===== config.mk =====
export PLATFORM = sky130hd
export DESIGN_NAME = psr_merge
export DESIGN_NICKNAME = d
export VERILOG_FILES = /design/src/hdl/psr_pkg.sv /design/src/hdl/psr_merge.sv
export SDC_FILE = /design/constraint.sdc
export NUM_CORES = 1
export LEC_CHECK = 0
export ABC_AREA = 1
export BUFFER_PORTS_ARGS = -buffer_cell sky130_fd_sc_hd__buf_4
export CAP_MARGIN = 0
export CORE_MARGIN = 8
export CORE_UTILIZATION = 30
export CTS_CLUSTER_DIAMETER = 150
export DETAILED_ROUTE_END_ITERATION = 10
export PLACE_DENSITY = 0.48
export SLEW_MARGIN = 20
export SYNTH_ARGS = -nofsm -noshare
export SYNTH_HDL_FRONTEND = slang
export SYNTH_SLANG_ARGS = --single-unit

===== constraint.sdc =====
create_clock -name aclk -period 2.5 [get_ports aclk]
set_clock_uncertainty 0.15 [all_clocks]
set_input_delay 0.125 -clock aclk [delete_from_list [all_inputs] [get_ports aclk]]
set_output_delay 0.125 -clock aclk [all_outputs]
set_load 0.1 [all_outputs]

===== src/hdl/psr_pkg.sv =====
package psr_pkg;

    localparam int HALF_TAPS = 16;
    localparam int MAX_UP    = 64;
    localparam int MAX_OUT   = 16;

    localparam int ROW_LEN   = HALF_TAPS + 1;
    localparam int TABLE_LEN = (MAX_UP + 1) * ROW_LEN;
    localparam int ADDR_W    = $clog2(TABLE_LEN);
    localparam int ROW_W     = $clog2(MAX_UP + 1);
    localparam int STEP_W    = $clog2(ROW_LEN);
    localparam int CNT_W     = $clog2(MAX_OUT + 1);

    localparam int SAMP_W     = 16;
    localparam int PROD_W     = 2 * SAMP_W;
    localparam int ACC_W      = PROD_W + $clog2(2 * ROW_LEN) + 1;
    localparam int COEF_IDX_W = 11;
    localparam int CFG_IDX_W  = 1;
    localparam int CFG_DATA_W = 16;

    typedef logic signed [SAMP_W-1:0] samp_t;
    typedef logic signed [ACC_W-1:0]  acc_t;

    typedef struct packed {
        logic              shift;
        logic              issue;
        logic              clear;
        logic              coef_ok;
        logic [ADDR_W-1:0] raddr;
    } lane_ctrl_t;

    typedef struct packed {
        logic              we;
        logic [ADDR_W-1:0] addr;
        samp_t             data;
    } coef_wr_t;

endpackage


===== src/hdl/psr_merge.sv =====
module psr_merge (
    input  logic           aclk,
    input  logic           aresetn,
    input  logic           load,
    input  logic           last_in,
    input  psr_pkg::acc_t  a_l,
    input  psr_pkg::acc_t  a_r,
    input  psr_pkg::acc_t  b_l,
    input  psr_pkg::acc_t  b_r,
    input  logic           m_ready,
    output logic           m_valid,
    output psr_pkg::samp_t m_left_out,
    output psr_pkg::samp_t m_right_out,
    output logic           m_last_out,
    output logic           slot_free
);
    import psr_pkg::*;

    localparam acc_t SAT_HI = ACC_W'(32767);
    localparam acc_t SAT_LO = -ACC_W'(32768);

    logic  valid_reg;
    samp_t left_reg;
    samp_t right_reg;
    logic  last_reg;
    acc_t  sum_l;
    acc_t  sum_r;

    // floor shift by 15, then clamp to 16 bits
    function automatic samp_t finish(acc_t s);
        acc_t q;
        q = s >>> 15;
        if (q > SAT_HI) begin
            q = SAT_HI;
        end else if (q < SAT_LO) begin
            q = SAT_LO;
        end
        return $signed(q[SAMP_W-1:0]);
    endfunction

    assign sum_l = a_l + b_l;
    assign sum_r = a_r + b_r;

    assign slot_free   = !valid_reg || m_ready;
    assign m_valid     = valid_reg;
    assign m_left_out  = left_reg;
    assign m_right_out = right_reg;
    assign m_last_out  = last_reg;

    always_ff @(posedge aclk) begin
        if (!aresetn) begin
            valid_reg <= 1'b0;
        end else if (load) begin
            valid_reg <= 1'b1;
        end else if (m_ready) begin
            valid_reg <= 1'b0;
        end
    end

    always_ff @(posedge aclk) begin
        if (load) begin
            left_reg  <= finish(sum_l);
            right_reg <= finish(sum_r);
            last_reg  <= last_in;
        end
    end

endmodule


==> reports/results.ini <==
[synth]
synth_fp_nets = 1358
synth_cells = 1123
synth.avg_cell_area_um2 = 5.852
synth-seq-cells = 34
netlist_area_um2 = 6571
synth_seq_area_share = 0.1538
ys_types = 37
ys_warn_count = 0

[critical_path]
cp_slowest_cell = ha_1
path_class = in -> reg
start_kind = primary input
cp-end-kind = flip-flop
arrival_ns = 2.23
worst-endpoint-required_ns = 2.38
path_cells = buf_4, ha_1, a21oi_1, buf_4, o21ai_0, buf_4, a21oi_1, nor2_1, nor2_1, nand3_1, nand2_1, nand2_1, nor2_1, nand3b_1, nand2_2, buf_12, nand2_1
rrSetupSlack_ns = 1.15
cp_max_fo = 10
max_stage_delay_ns = 0.29

[placement]
gp_congestion = 0.8790
hpwlAfterDp_um = 21330
port_buffers = 195
dpl-instance-area_um2 = 9299

[hold_path]
min_path_type = in -> reg

[grt]
grt_pass1_vias = 7533
grt_max_degree = 35
grt_remaining_overflow = 0
grtUsageTotal = 0.1714
grt_first_pass_wirelength_um = 37450
antenna_found_initial = 0

[power]
irDropWorstVdd_v = 0.0002884
switchingPower_mw = 2.193
pwr-share-clk = 0.142
p_leak_nw = 5.216
pwr-share-comb = 0.673
power_switching_share = 0.4974
seqPwrFrac = 0.185
power_density_nw_per_um2 = 461.8
p_int_mw = 2.216

[floorplan]
pin_count = 196
start_util = 0.3030
core_region_area_um2 = 21690
die-width_um = 164
die-area_um2 = 26900
num_rows = 54
die_h_um = 164

[final_layout]
multi_input_area_um2 = 4936
register_area_um2 = 1011
syn_to_final_growth_pct = 45.28
fill_cells = 2394
fin_area_um2 = 9547
final_core_util = 0.4402
drive_gt1_frac = 0.2943
diodes = 0
num-nets-final = 1685

[sta]
min_period_ns = 2.348
slew_headroom = 0.7079
final_hold_viol_count = 0
max_freq_mhz = 425.8
worstMarginPinSlew_ns = 0.4381
post-route-period-util = 0.9394
rsz0062_at_grt = no
slew_viol_final = 0
setup_viol = 0

[clocking]
clock_latency_ns = 0.28
clockRootBuffer = clkbuf_16
h-tree-depth = 2
cts_sinks = 34
clkTransAtPathRegs_ns = 0.05
cts_tree = yes
cts_inserted_buffers = 5
cts_max_path_buffers = 2

[route]
viasPerCell = 4.495
drcViolationCount = 0
first_iter_violations = 396
antenna_left = 0
firstDrtPassIters = 5
vias = 7781
routed_wl_um = 23590
routedWlPerCell_um = 13.63

[run]
cap_violations = 0

[outcome]
status = complete, no violations

## final timing paths
path	start	depth (start not counted)	to
worst max-delay path	a_l[18]	17	m_left_out[12]
worst min register to register	m_valid	3	m_valid
worst max register to register	m_valid	3	m_valid
worst min-delay path	load	1	m_right_out[15]
## critical path, delay by kind of cell
family / cells / cell delay, ns
AO/OA/AOI/OAI: 3 / 0.44
adder cells (fa/ha/maj): 1 / 0.29
AND/OR/NAND/NOR: 9 / 0.84
buffers and inverters: 4 / 0.55
## timing repair
| item | CTS | global route |
|---|---|---|
| buffers inserted | 0 | 1 |
| endpoints found under the hold margin | 2 | 0 |
| endpoints found under the setup margin | 0 | 30 |
| resized for setup | 0 | 13 |
| hold buffers | 3 | 0 |
## metrics by stage
stage	hold WS, ns	setup slack (ns)	power (mW)	instances	TNS, ns
after floorplan	0.07387	0.1796	2.729	1123	0
after global placement	0.1543	-0.2417	3.780	1719	-5.592
after detailed placement	0.1571	-0.2357	3.780	1719	-4.861
after CTS	0.1769	0.04103	4.427	1730	0
after global routing	0.1877	0.003450	4.709	1731	0
final	0.1666	0.1516	4.408	1731	0
## layer usage
metal | track usage | up-vias | wire [um]
met2 | 0.2829 | 168 | 10720
met5 | 0 | - | 0
met4 | 0.01736 | 0 | 149
li1 | - | 4203 | -
met1 | 0.2441 | 3397 | 11760
met3 | 0.01679 | 13 | 957
## cells by family (layout without fill, tap and decap cells)
family                     after synthesis  after routing  synth area share
and+or+nand+nor                        696            696            0.4579
buffers and inverters                  169            497            0.1040
AOI/OAI and AO/OA                      117            117           0.09939
adders and majority gates               74             74            0.1409
DFF                                     34             34            0.1538
xor gates and xnor gates                33             33           0.04398
## power by group through the flow
| stage | Sequential (mW) | Combinational [mW] | Clock [mW] |
|---|---|---|---|
| floorplan | 1.54 | 1.19 | 0 |
| global placement | 0.827 | 2.95 | 0 |
| detailed placement | 0.827 | 2.95 | 0 |
| CTS | 0.817 | 2.97 | 0.642 |
| global route | 0.824 | 3.23 | 0.659 |
| finish | 0.816 | 2.97 | 0.627 |
## registers in the layout, indices dropped and copies added (netlist names)
register,cells
m_left_out,16
m_last_out,1
m_valid,1
m_right_out,16
## placed cells by master, fill, tap and decap left out, types with 3 or more instances in the layout
cell,n
nand2_1,433
buf_4,318
inv_1,153
nor2_1,113
ha_1,72
a21oi_1,57
nand2_2,45
nand3_1,42
edfxtp_1,33
xor2_1,27
o21ai_0,25
nor3_1,14
nor2_2,13
o21bai_1,11
nand3_2,10
a31oi_1,8
inv_2,8
a21oi_2,6
nand4_1,6
xnor2_1,6
nor2_4,5
nand3b_1,5
clkbuf_16,5
clkinv_1,3
o21a_1,3
dlygate4sd3_1,3
buf_12,3
## cell usage after synthesis (all sizes together)
library cell / number / area, um2
nand2: 481 / 1936
inv: 161 / 604.3
nor2: 131 / 554.3
ha: 74 / 925.9
a21oi: 64 / 331.6
nand3: 52 / 310.3
edfxtp: 33 / 991.0
o21ai: 27 / 135.1
xor2: 27 / 236.5
nor3: 16 / 90.09
o21bai: 11 / 82.58
a31oi: 8 / 50.05
nand4: 7 / 50.05
xnor2: 6 / 52.55
nand3b: 5 / 37.54
buf: 4 / 62.56
clkinv: 4 / 16.26
o21a: 3 / 22.52
a21o: 2 / 15.01
and2: 2 / 12.51
nor4: 2 / 18.77
a21boi: 1 / 7.510
dfxtp: 1 / 20.02
o2111ai: 1 / 8.760
## cell type report
type / count / share of cell area
Tap cell: 280 / 0.03670
Sequential cell: 34 / 0.1059
Clock buffer: 6 / 0.01455
Multi-Input combinational cell: 920 / 0.5170
Inverter: 165 / 0.06501
Timing Repair Buffer: 324 / 0.2595
Clock inverter: 2 / 0.001311
Power figures use the tool's default switching activity.
